`config.mk`:
```
export PLATFORM = sky130hd
export DESIGN_NAME = mbe_fifo
export DESIGN_NICKNAME = d
export VERILOG_FILES = /design/src/design/mbe_fifo.sv
export SDC_FILE = /design/constraint.sdc
export NUM_CORES = 1
export LEC_CHECK = 0
export BUFFER_PORTS_ARGS = -buffer_cell sky130_fd_sc_hd__clkbuf_2
export CAP_MARGIN = 5
export CORE_MARGIN = 2
export CORE_UTILIZATION = 55
export CTS_BUF_LIST = sky130_fd_sc_hd__clkbuf_8
export DETAILED_ROUTE_END_ITERATION = 8
export PLACE_DENSITY = 0.87
export SLEW_MARGIN = 40
export SYNTH_ARGS = -nofsm -noshare
export SYNTH_HDL_FRONTEND = slang
export SYNTH_SLANG_ARGS = --single-unit
```
`constraint.sdc`:
```
create_clock -name clk -period 3.3 [get_ports clk]
set_input_delay 0.66 -clock clk [delete_from_list [all_inputs] [get_ports clk]]
set_output_delay 0.66 -clock clk [all_outputs]
set_load 0.01 [all_outputs]
```
`src/design/mbe_fifo.sv`:
```
// Small flip-flop queue between the front and the iteration engine.
module mbe_fifo #(
	parameter int WIDTH = 64,
	parameter int DEPTH = 4
) (
	input  logic             clk,
	input  logic             arst_n,
	input  logic             push,
	input  logic [WIDTH-1:0] wr_data,
	output logic             full,
	input  logic             pop,
	output logic [WIDTH-1:0] rd_data,
	output logic             empty
);
	localparam int AW   = $clog2(DEPTH);
	localparam int CNTW = $clog2(DEPTH + 1);

	logic [WIDTH-1:0] entries_q [DEPTH];
	logic [AW-1:0]    wr_ptr_q;
	logic [AW-1:0]    rd_ptr_q;
	logic [CNTW-1:0]  count_q;
	logic             do_push;
	logic             do_pop;

	assign full    = (count_q == CNTW'(DEPTH));
	assign empty   = (count_q == '0);
	assign do_push = push && !full;
	assign do_pop  = pop && !empty;
	assign rd_data = entries_q[rd_ptr_q];

	always_ff @(posedge clk) begin
		if (do_push) begin
			entries_q[wr_ptr_q] <= wr_data;
		end
	end

	always_ff @(posedge clk or negedge arst_n) begin
		if (!arst_n) begin
			wr_ptr_q <= '0;
			rd_ptr_q <= '0;
			count_q  <= '0;
		end else begin
			if (do_push) begin
				wr_ptr_q <= wr_ptr_q + 1'b1;
			end
			if (do_pop) begin
				rd_ptr_q <= rd_ptr_q + 1'b1;
			end
			if (do_push && !do_pop) begin
				count_q <= count_q + 1'b1;
			end else if (do_pop && !do_push) begin
				count_q <= count_q - 1'b1;
			end
		end
	end

endmodule

```
# [After elaboration in Yosys (flattened, before gate mapping)]
# Memories as Yosys holds them, arrays and structs flattened.
# Cells that the tools add are included.
[op_classes] eq_ne=1 n_mux=4 n_addsub=4 reduce_logical=10
[ops] operator="2-to-1 mux 3 bit" count=2
[ops] operator="adder 2 x 1 -> 2 bit, second input constant" count=2
[ops] operator="logical AND 1 bit" count=4
[ops] operator="logical NOT 1 bit" count=4
[ops] operator="adder 3 x 1 -> 3 bit, second input constant" count=1
[ops] operator="equality test 3 bit, second input constant" count=1
[ops] operator="logical NOT 3 bit" count=1
[ops] operator="subtractor 3 x 1 -> 3 bit, second input constant" count=1
[ops] operator="2-to-1 mux 1 bit" count=2
[ops] operator="nonzero test 2 bit" count=1
[word_totals] mem_count=1 input_bits=68 reg_bits=7 word_cells=23 output_inout_bits=66 mem_bits_rw=256
[mem_list] name="entries_q" words=4 width=64 read_ports=1 rd_clocked_by_memory_dff=0 write_ports=1 line_no="18" source="logic [WIDTH-1:0] entries_q [DEPTH];"

# [Logic depth before layout (Yosys ltp)]
[logic_depth] ltp_word=7 ltp_mapped=9

# [Worst setup path after synthesis]
# OpenSTA, ideal clock, no wires.
[synth_timing] path_kind="input port to flip-flop" startpoint="in push" endpoint="mem entries_q[0][0] (enable)" t_required_ps=2871 setup_slack_ps=425 path_buffers=1 arrival_time_ps=2446 path_stages=3 setup_ps=429 cell_sequence="nor2b_1 > buf_2 > and2_1"
[synth_between] elab_chain_cells=3
[synth_rtl] element="from (decl)" line_no="8" source="input logic push,"
[synth_rtl] element="logical AND 1 bit" line_no="27" source="assign do_push = push && !full;"
[synth_rtl] element="named net do_push" line_no="22" source="logic do_push;"
[synth_rtl] element="2-to-1 mux 1 bit" line_no="32" source="if (do_push) begin"
[synth_rtl] element="2-to-1 mux 1 bit (implied by the code)" line_no="33" source="entries_q[wr_ptr_q] <= wr_data;"
[synth_rtl] element="to (decl)" line_no="18"
# The timed path passes the listed nets, and every way through them passes these cells.

# [Final worst setup path]
[layout_timing] startpoint="reg rd_ptr_q[0]" endpoint="out rd_data[13]"
[layout_between] elab_chain_cells=1
[layout_rtl] element="from (decl)" line_no="20" source="logic [AW-1:0] rd_ptr_q;"
[layout_rtl] element="from (signal assigned)" line_no="47" source="rd_ptr_q <= rd_ptr_q + 1'b1;"
[layout_rtl] element="memory read (4 x 64 bit)"
[layout_rtl] element="to (decl)" line_no="12" source="output logic [WIDTH-1:0] rd_data,"
# Every way passes these cells.

==> qor.txt <==
final WL -> 17.01 mm
starting DRC count in detailed routing -> 348
internal power -> 7.246 mW
Core Region -> 0.01724 sq mm
Worst Skew -> 13.74 ps
RR Endpoint -> count_q[2]
Avg Inst Size Synth -> 26.08 sq um
library cells used by synthesis -> 20
yosys warns -> 0
post-route antenna net violation count -> 0
Reg2Reg Setup Slack -> 980 ps
setup TNS -> 0 ps
synthesis-to-finish area growth -> 18.58%
vias in the first global route -> 4813
vias -> 4407
nets -> 618
Die Area -> 0.01862 sq mm
Initial DRT Pass Iterations -> 4
Power Total -> 10.20 mW
DRC -> 0
CP Capture Type -> primary output
startpoint type of the worst setup path -> flip-flop
Max-cap violations -> 0
Post-CTS Hold Fix Bufs -> 1
post-synthesis cell count -> 370
H-tree depth -> 2
Congestion Overflow GR -> 0
layout cell share with drive strength beyond 1 -> 46.95%
Reg2Reg Depth -> 8
Worst Hold End -> entries_q[1][58]
area leader, netlist -> edfxtp_1
Post-DP Area -> 0.01065 sq mm
worst r2r src -> count_q[2]
syn nets -> 444
Design Area, Final -> 0.01144 sq mm
CTS sink count -> 263
pin count of the biggest net entering global routing -> 40
first-pass GRT wire length -> 25.85 mm
Clock Power Share -> 25.0%
Synth area leaders -> edfxtp_1 (80%), mux4_2 (15%), dfrtp_1 (1.8%)
Seq. cell area -> 0.007870 sq mm
Fillers -> 1088
Tmin final -> 2879 ps
vias per inst -> 5.523
count of final setup violators -> 0
maximum clock frequency -> 347.3 MHz
I/O pins -> 134
Max VDD drop -> 0.5017 mV
# resized after CTS -> 0
Seq pwr share -> 46.5%
Net Sw Frac -> 28.98%
flops & latches, synth -> 263
Final Hold Vio Count -> 0
run status -> finished, final reports clean
top cell type's share of synthesized area -> 79.67%
total setup buffers inserted after CTS -> 0
Combinational Power Share -> 28.4%
dpl hpwl -> 10.73 mm
CTS buffer count -> 42
P_sw -> 2.957 mW
RSZ-0062 raised after global routing -> false
final slew viol count -> 0
worst-skew pair later-pin latency -> 520 ps
Root Buffer -> clkbuf_8
row count -> 48
Starting Density -> 55.98%
gpl congestion -> 0.7314
leakage power -> 4.049 nW
register area share after synthesis -> 81.48%
multi-input logic area -> 0.001672 sq mm
Critical Path RT -> 2640 ps
post-DR wirelength/cell -> 21.31 um
HP Class -> in2reg
Final period util -> 87.24%
die width -> 136.5 um
PD cells -> 891.7 mW/mm^2
antenna violations before repair -> 0
Worst-path clk slew -> 60 ps
Tightest Pin Transition -> 567.3 ps
overall routing resource usage -> 18.89%
Worst Hold Launch -> wr_data[58]
critical path class -> reg2out
Clock Path Buffers -> 3
IO Port Bufs -> 133
mapped cell area -> 0.009649 sq mm
hold depth -> 1
Max-Slew Margin vs Limit -> 62.10%
worst path arrival time -> 2220 ps
CTS tree -> done
Die H -> 136.5 um
Max Fanout on Critical Path -> 24
Diodes inserted -> 0
==> Yosys cell counts, drive strengths merged <==
cell type  instances
mux4              64
xnor2              4
nor2b              1
mux2               2
nor2               1
dfrtp              7
nand2              1
inv                4
buf               14
nand3              1
xor2               2
ha                 5
fa                 1
edfxtp           256
and2               4
or3                1
clkbuf             1
nor3b              1
==> metrics by stage <==
| stage | hold WS [ps] | utilization [%] | cells | worst slack, ps |
|---|---|---|---|---|
| 4_1_cts | 321.2 | 66.38 | 798 | 338.6 |
| 3_3_place_gp | 461.9 | 61.67 | 723 | 907.5 |
| 2_1_floorplan | 364.4 | - | 370 | 425.1 |
| 3_5_place_dp | 471.6 | 61.78 | 724 | 821.0 |
| 6_report | 353.8 | 66.38 | 798 | 421.0 |
| 5_1_grt | 326.6 | 66.38 | 798 | 264.5 |
==> worst max path at each step <==
stage / endpoint / depth (start not counted) / startpoint / slack, ps
2_1_floorplan: entries_q[0][0] / 3 / push / 430
3_3_place_gp: rd_data[63] / 3 / rd_ptr_q[0] / 910
3_5_place_dp: count_q[2] / 8 / push / 820
4_1_cts: rd_data[63] / 3 / rd_ptr_q[0] / 340
5_1_grt: rd_data[12] / 3 / rd_ptr_q[0] / 260
6_report: rd_data[13] / 3 / rd_ptr_q[0] / 420
==> layout make-up <==
cell class | instances | area share, %
Tap cell | 225 | 2.460
Multi-Input combinational cell | 88 | 14.61
Timing Repair Buffer | 145 | 7.173
Inverter | 4 | 0.1312
Clock buffer | 45 | 5.413
Sequential cell | 263 | 68.78
Clock inverter | 28 | 1.432
==> registers in the layout, summed over array words and instances (netlist names) <==
| register | flops |
|---|---|
| rd_ptr_q | 2 |
| entries_q | 256 |
| wr_ptr_q | 2 |
| count_q | 3 |
==> critical path, stage by stage (launching register included) <==
cell	delay, ps
dfrtp_4	680
buf_12	280
mux4_2	570
clkbuf_2	150
==> cells by family after synthesis <==
family,share of synthesized area (%)
XOR/XNOR,0.5446
adder cells (fa/ha/maj),0.8558
buffers and inverters,1.296
flip-flops,81.48
multiplexers,15.17
AND/OR/NAND/NOR,0.6482
==> metal layers <==
layer,GRT usage [%],up-vias,share of wire [%],routed length [um]
met5,0,-,0,0
met2,31.99,157,53,9022
met1,23.76,2290,39,6615
li1,-,1938,-,-
met3,5.145,22,6.5,1111
met4,6.597,0,1.5,258
==> power by group through the flow <==
stage / logic, mW / clock network [mW] / registers (mW)
after CTS: 2.98 / 2.61 / 4.76
after global placement: 2.78 / 0 / 4.85
after detailed placement: 2.96 / 0 / 4.83
final: 2.90 / 2.55 / 4.75
after floorplan: 2.03 / 0 / 4.63
after global routing: 3.12 / 2.75 / 4.82
==> layout by cell type (no fill, tap or decap), types with 2 or more instances in the layout <==
cell       instances
edfxtp_1         256
clkbuf_2         133
mux4_2            64
clkbuf_8          45
inv_1             18
clkinv_1           7
buf_4              6
ha_1               5
clkinv_2           5
dfrtp_1            5
buf_12             5
and2_4             4
xnor2_1            4
mux2_2             2
xor2_1             2
bufinv_16          2
dfrtp_4            2
Power figures use the tool's default switching activity.
