--- config.mk ---
export PLATFORM = sky130hd
export DESIGN_NAME = mbe_front
export DESIGN_NICKNAME = d
export VERILOG_FILES = /design/src/design/mbe_pkg.sv /design/src/design/mbe_front.sv
export SDC_FILE = /design/constraint.sdc
export NUM_CORES = 2
export LEC_CHECK = 0
export ABC_CLOCK_PERIOD_IN_PS = 3300
export BUFFER_PORTS_ARGS = -buffer_cell sky130_fd_sc_hd__buf_2
export CELL_PAD_IN_SITES_DETAIL_PLACEMENT = 2
export CELL_PAD_IN_SITES_GLOBAL_PLACEMENT = 2
export CORE_ASPECT_RATIO = 1.2
export CORE_UTILIZATION = 35
export CTS_BUF_LIST = sky130_fd_sc_hd__clkbuf_2
export CTS_CLUSTER_DIAMETER = 100
export DETAILED_ROUTE_END_ITERATION = 8
export PLACE_DENSITY_LB_ADDON = 0.25
export SYNTH_ARGS = -nofsm -noshare
export SYNTH_HDL_FRONTEND = slang
export SYNTH_SLANG_ARGS = --single-unit
--- constraint.sdc ---
create_clock -name clk -period 3.3 [get_ports clk]
set_input_delay 0.33 -clock clk [delete_from_list [all_inputs] [get_ports clk]]
set_output_delay 0.33 -clock clk [all_outputs]
set_load 0.02 [all_outputs]
--- src/design/mbe_pkg.sv ---
// Shared types, constants and register map for the Mandelbrot escape-time block.
package mbe_pkg;

	// Fixed field widths
	localparam int COORD_FIELD_W = 12;
	localparam int STEP_W        = 24;
	localparam int ORIGIN_W      = 32;
	localparam int COUNT_FIELD_W = 16;
	localparam int DATA_W        = 32;
	localparam int ADDR_W        = 5;
	localparam int REG_IDX_W     = ADDR_W - 2;

	// Parameter defaults
	localparam int DEF_COORD_WIDTH = 12;
	localparam int DEF_FRAC_BITS   = 28;
	localparam int DEF_COUNT_WIDTH = 16;
	localparam int DEF_QUEUE_DEPTH = 4;

	// Register indexes (byte address / 4)
	localparam logic [REG_IDX_W-1:0] REG_ORIGIN_REAL    = 3'd0;
	localparam logic [REG_IDX_W-1:0] REG_ORIGIN_IMAG    = 3'd1;
	localparam logic [REG_IDX_W-1:0] REG_STEP_REAL      = 3'd2;
	localparam logic [REG_IDX_W-1:0] REG_STEP_IMAG      = 3'd3;
	localparam logic [REG_IDX_W-1:0] REG_MAX_ITERATIONS = 3'd4;

	// Register reset values
	localparam logic signed [ORIGIN_W-1:0] RST_ORIGIN_REAL = -32'sd200333382;
	localparam logic signed [ORIGIN_W-1:0] RST_ORIGIN_IMAG = 32'sd29581587;
	localparam logic [STEP_W-1:0]          RST_STEP_REAL   = 24'd1311;
	localparam logic [STEP_W-1:0]          RST_STEP_IMAG   = 24'd1311;
	localparam logic [COUNT_FIELD_W-1:0]   RST_MAX_ITER    = 16'd500;

	// Saturation bounds of one part of c
	localparam logic signed [ORIGIN_W-1:0] C_MAX = 32'sh7FFF_FFFF;
	localparam logic signed [ORIGIN_W-1:0] C_MIN = 32'sh8000_0000;

	typedef struct packed {
		logic [COORD_FIELD_W-1:0] column;
		logic [COORD_FIELD_W-1:0] row;
	} pixel_t;

	typedef struct packed {
		logic [COUNT_FIELD_W-1:0] iteration_count;
		logic                     escaped;
	} result_t;

	typedef struct packed {
		logic signed [ORIGIN_W-1:0] re;
		logic signed [ORIGIN_W-1:0] im;
	} c_point_t;

	typedef enum logic [1:0] {
		IT_IDLE,
		IT_MUL,
		IT_ADD
	} iter_state_t;

endpackage

--- src/design/mbe_front.sv ---
// Front end: accept pixels and map them to the saturated complex point c.
module mbe_front #(
	parameter int COORD_WIDTH = mbe_pkg::DEF_COORD_WIDTH
) (
	input  logic                                     clk,
	input  logic                                     arst_n,
	input  mbe_pkg::pixel_t                          pixel,
	input  logic                                     pixel_valid,
	output logic                                     pixel_ready,
	input  logic signed [mbe_pkg::ORIGIN_W-1:0]      origin_real,
	input  logic signed [mbe_pkg::ORIGIN_W-1:0]      origin_imag,
	input  logic [mbe_pkg::STEP_W-1:0]               step_real,
	input  logic [mbe_pkg::STEP_W-1:0]               step_imag,
	output mbe_pkg::c_point_t                        point,
	output logic                                     point_valid,
	input  logic                                     point_ready
);
	import mbe_pkg::*;

	localparam int CW = (COORD_WIDTH < COORD_FIELD_W) ? COORD_WIDTH : COORD_FIELD_W;
	localparam int PW = CW + STEP_W;
	localparam int SW = ((PW + 1 > ORIGIN_W) ? PW + 1 : ORIGIN_W) + 1;
	localparam logic signed [SW-1:0] SAT_HI = SW'(C_MAX);
	localparam logic signed [SW-1:0] SAT_LO = SW'(C_MIN);

	logic          valid_s1;
	logic [PW-1:0] prod_re_s1;
	logic [PW-1:0] prod_im_s1;
	logic          load;
	logic signed [SW-1:0] sum_re;
	logic signed [SW-1:0] sum_im;

	function automatic logic signed [ORIGIN_W-1:0] sat_c(input logic signed [SW-1:0] v);
		priority if (v > SAT_HI) begin
			return C_MAX;
		end else if (v < SAT_LO) begin
			return C_MIN;
		end else begin
			return v[ORIGIN_W-1:0];
		end
	endfunction

	assign pixel_ready = !valid_s1 || point_ready;
	assign load        = pixel_valid && pixel_ready;
	assign point_valid = valid_s1;

	// Offset products of this pixel
	always_ff @(posedge clk) begin
		if (load) begin
			prod_re_s1 <= pixel.column[CW-1:0] * step_real;
			prod_im_s1 <= pixel.row[CW-1:0] * step_imag;
		end
	end

	always_ff @(posedge clk or negedge arst_n) begin
		if (!arst_n) begin
			valid_s1 <= 1'b0;
		end else if (pixel_ready) begin
			valid_s1 <= pixel_valid;
		end
	end

	always_comb begin
		sum_re   = SW'(origin_real) + signed'(SW'(prod_re_s1));
		sum_im   = SW'(origin_imag) + signed'(SW'(prod_im_s1));
		point.re = sat_c(sum_re);
		point.im = sat_c(sum_im);
	end

endmodule

---- Word level (Yosys, flattened, before mapping) ----
Cells that the tools add are included.
storage, ports and cells
  bits in registers ....................... 73
  input bits .............................. 140
  logic and storage cells ................. 18
cells by class
  add/sub/neg operators ................... 2
  multiply operators ...................... 2
  magnitude comparators ................... 4
  mux-type cells .......................... 4
  reductions and logical operators ........ 3
operators with widths
  kind                                                                             number
  32-bit 2-to-1 mux                                                                4
  32-bit by 37-bit adder with 38-bit output                                        2
  38-bit by 32-bit > comparator with 1-bit output (second input constant)          2
  38-bit by 32-bit less-than comparator with 1-bit output (second input constant)  2
  12-bit by 24-bit multiplier with 36-bit output                                   2
  1-bit logical AND                                                                1
  1-bit logical NOT                                                                1
  1-bit logical OR                                                                 1

---- Depth between registers and ports, before layout ----
  depth after elaboration ................. 4
  gate-level depth with buffers ........... 23
  mapped depth without buffers ............ 22

---- Worst setup path after synthesis ----
Ideal clock, no wire load.
  path kind ............................... in2reg
  start point ............................. input port pixel[15] (netlist bit)
  end point ............................... register prod_re_s1[34] (data pin)
  setup time .............................. 257 ps
  data arrival time ....................... 5,670 ps
  slack ................................... -2,627 ps
  cell stages on the path ................. 20
  path buffers ............................ 1
  cells stage by stage .................... clkbuf_1 > nand2_1 > fa_1 > fa_1 > inv_1 > fa_1 > fa_1 > inv_1 > fa_1 > inv_1 > ha_1 > a21oi_1 > nor3b_1 > nor2b_1 > a32oi_1 > a2111oi_0 > nor2_1 > a221o_1 > o41a_1 > xor2_1
on the way
  longest elaborated chain between the ends .. 1
ends and longest elaborated chain
  item                                            line             text
  start, declared                                 mbe_front.sv:7   input mbe_pkg::pixel_t pixel,
  12-bit by 24-bit multiplier with 36-bit output  mbe_front.sv:50  prod_re_s1 <= pixel.column[CW-1:0] * step_real;
  end signal, assigned                            mbe_front.sv:50
  end, declared                                   mbe_front.sv:27  logic [PW-1:0] prod_re_s1;
No other way between the ends.
A chain may end at the register's enable or synchronous reset.

---- Final worst setup path ----
  start point ............................. input port step_real[8] (netlist bit)
  end point ............................... register prod_re_s1[34] (data pin)
on the way
  longest elaborated chain between the ends .. 1
ends and longest elaborated chain
  item                                            line             text
  start, declared                                 mbe_front.sv:12  input logic [mbe_pkg::STEP_W-1:0] step_real,
  12-bit by 24-bit multiplier with 36-bit output  mbe_front.sv:50
No other way between the ends.

==> key figures <==
Synthesis
  • Synth top area share: 35.98%
  • Gate Count Post-Synth: 2,885
  • Post-synthesis sequential area ratio: 8.893%
  • Synthesis Warnings: 0
  • Top cells by area, synth: fa_1 36%, ha_1 11%, edfxtp_1 8.8%, inv_1 8.3%, nand2_1 7.3%
  • Syn Nets: 3,689
  • Synth area leader: fa_1
  • Post-synth ARST share: 1.370%
  • Ys flop type: edfxtp_1
  • Synth Cell Area: 24,590 um^2
  • Mean post-synth cell area: 8.525 um^2
  • EDFF count, synth: 72
  • Synthesis-stage register bit count: 73
  • Synth cell types: 71

Routing
  • Initial DRT Pass Iterations: 6
  • Initial DRC count: 1,497
  • Via count: 27,920
  • DR vias/cell: 6.005
  • Drt total wl: 166,800 um
  • # DRC: 0
  • DR WL/cell: 35.87 um
  • DRT antenna net count: 0

Floorplanning
  • Die Span Y: 292.4 um
  • Die W: 244.0 um
  • Ports: 206
  • FP Rows: 106
  • Die Area: 71,340 um^2
  • Starting Density: 35.32%
  • Core area: 69,630 um^2

Min path
  • Hold WC Path Type: input port to register
  • Worst hold start: pixel[12]

Clock network
  • Clock sinks: 73
  • Clock buffer depth: 2
  • CTS Root Buffer Type: clkbuf_2
  • Htree depth: 3
  • CTS tree: done
  • Number of buffers created by CTS: 9
  • Worst-Skew Late Latency: 850 ps
  • Clk pin slew, worst setup/hold paths: 360 ps

Global routing
  • GRT Residual Overflow: 0
  • Pin count of the biggest net entering global routing: 58
  • Vias in the first global route: 31,810
  • Tot GR Track Use: 38.42%
  • GRT Max-Usage Layer: met2
  • Global-route wire length before repair: 203,500 um
  • Initial antenna violation count: 10
  • Met1 Use GR: 35.00%
  • GR met3 Demand/Resource: 5.818%
  • M2 GR Usage: 76.16%

STA
  • Fin crit period: 5562 ps
  • Clk_skew: 69.88 ps
  • Slew @ Worst Pin: 1097 ps
  • Hold Slack: 59.74 ps
  • Slew headroom: 26.85%
  • Final hold violations: 0
  • RSZ-0062 raised after global routing: true
  • Final Cycle Share: 168.5%
  • Final WS setup: -2262 ps
  • Setup tns final: -213,500 ps
  • Setup violators final: 122
  • Slew Limit Fails: 0
  • Peak Freq: 0.1798 GHz

Final layout
  • Nets: 4,519
  • Final instance area: 37,200 um^2
  • Synth-to-Final Area Change: 51.26%
  • Share of cells above drive strength 1: 39.70%
  • Filler cells: 7,110
  • Area occupied by multi-input gates: 23,260 um^2
  • FF/Latch Area: 2187 um^2
  • Final cell count without fillers: 4,649

Worst setup path
  • Crit-path max FO: 6
  • Crit Path Category: input port to register
  • Crit path DAT: 6140 ps
  • CP Launch Type: input port
  • Critical Path Source: step_real[8]
  • WP data required: 3880 ps
  • Crit path capture type: register
  • R2R Setup Slk: 1070 ps
  • Reg2reg start: point_valid

Placed design
  • Placed cell area: 32,210 um^2
  • Dpl hpwl: 91,510 um
  • GP Congestion: 0.8971
  • Placed Instances: 4,467
  • Port Buffers: 205

Run
  • Max-cap violation count: 0

Status
  • Violated checks: negative setup slack
  • Outcome: complete, but fails checks
[registers in the layout (all words and copies together) (netlist names)]
register / flops
prod_im_s1: 36
prod_re_s1: 36
point_valid: 1
[final timing paths]
path | end | cells past startpoint
max in group asynchronous | point_valid | 3
min reg2reg | point_valid | 3
max | prod_re_s1[34] | 26
min in group asynchronous | point_valid | 3
min | prod_re_s1[0] | 3
max reg2reg | prod_im_s1[6] | 3
[kinds of logic (layout without fill, tap and decap cells)]
kind of cell               after synthesis  in the layout  share of synthesized area (%)
buffers and inverters                  676           1511                          10.39
adders and majority gates              664            664                          47.27
other                                    0             11                              0
muxes                                    4              4                         0.1730
AOI/OAI and AO/OA                      462            462                          12.22
and+or+nand+nor                        884            884                          16.68
DFF                                     73             73                          8.892
xor gates and xnor gates               122            122                          4.375
[layer usage]
| metal | part of all wire [%] | vias up |
|---|---|---|
| met5 | 0.056 | - |
| met4 | 12 | 8 |
| met3 | 6.2 | 1180 |
| met2 | 51 | 1830 |
| met1 | 30 | 14160 |
| li1 | - | 10740 |
[worst max-delay path, stage by stage]
cell	delay, ps
buf_12	90
buf_4	130
nand2_1	80
fa_1	520
fa_2	650
inv_2	90
fa_2	480
fa_1	510
inv_1	60
fa_1	450
inv_1	180
ha_4	250
buf_6	120
buf_6	100
buf_6	110
buf_6	100
buf_6	120
nand2_4	70
o21bai_4	150
a211oi_4	100
a2111oi_4	290
buf_4	220
nor2_4	40
a221o_1	330
o41a_1	360
xor2_1	160
[synth_stat cells, types with 5 or more instances]
master and number:
or3_1 5, a21o_1 75, a31oi_1 12, and2_1 182, and4_1 5, o21bai_1 23, nand4_1 17, nand2_1 478
nor3_1 22, o2111ai_1 5, o21ai_1 32, o21a_1 24, a211oi_1 10, xnor2_1 73, ha_1 222, a2111oi_0 5
or2_2 7, xor2_1 48, o21ai_0 84, nand2b_1 15, fa_1 442, nor2b_1 19, buf_2 7, o211ai_1 8
nor2_1 82, a21boi_0 5, a21oi_1 118, clkbuf_1 122, edfxtp_1 72, o31ai_1 7, nand3_1 24, a311oi_1 8
inv_1 543, and3_1 17
[placed cells by master (no fill, tap or decap), types with 22 or more instances in the layout]
master	count
buf_12	38
and2_1	163
o21ai_4	69
buf_4	605
buf_2	95
nand2_2	25
o21a_1	22
inv_1	490
ha_1	168
a21oi_1	65
a21oi_2	37
xor2_1	39
nand2_1	430
inv_2	53
fa_2	46
nor2_1	68
fa_1	396
xnor2_1	49
a21o_1	75
edfxtp_1	72
nand2_4	23
ha_4	47
buf_6	179
o21ai_0	27
[through the flow]
step / setup slack, ps / util, %
finish: -2262 / 53.43
global route: -2310 / 53.40
CTS: -1828 / 50.61
detailed placement: -3076 / 46.26
global placement: -2854 / 46.26
floorplan: -2128 / -
[what timing repair did]
action                                  CTS  global route
buffers inserted                         82            86
gates cloned                              9             3
endpoints found under the hold margin     4             0
hold buffers                              6             0
resized for setup                       520           325
pin swaps                               199           199
endpoints found under the setup margin  121           121
[layout make-up]
class / count / area share (%)
Multi-Input combinational cell: 2136 / 62.52
Timing Repair Buffer: 952 / 22.73
Inverter: 543 / 5.479
Clock inverter: 6 / 0.09753
Clock buffer: 10 / 0.1345
Tap cell: 918 / 3.087
Sequential cell: 73 / 5.879
Antenna cell: 11 / 0.07399
Power is not shown: default switching activity piles up to over one toggle a cycle in this logic, so the estimate is an artifact.
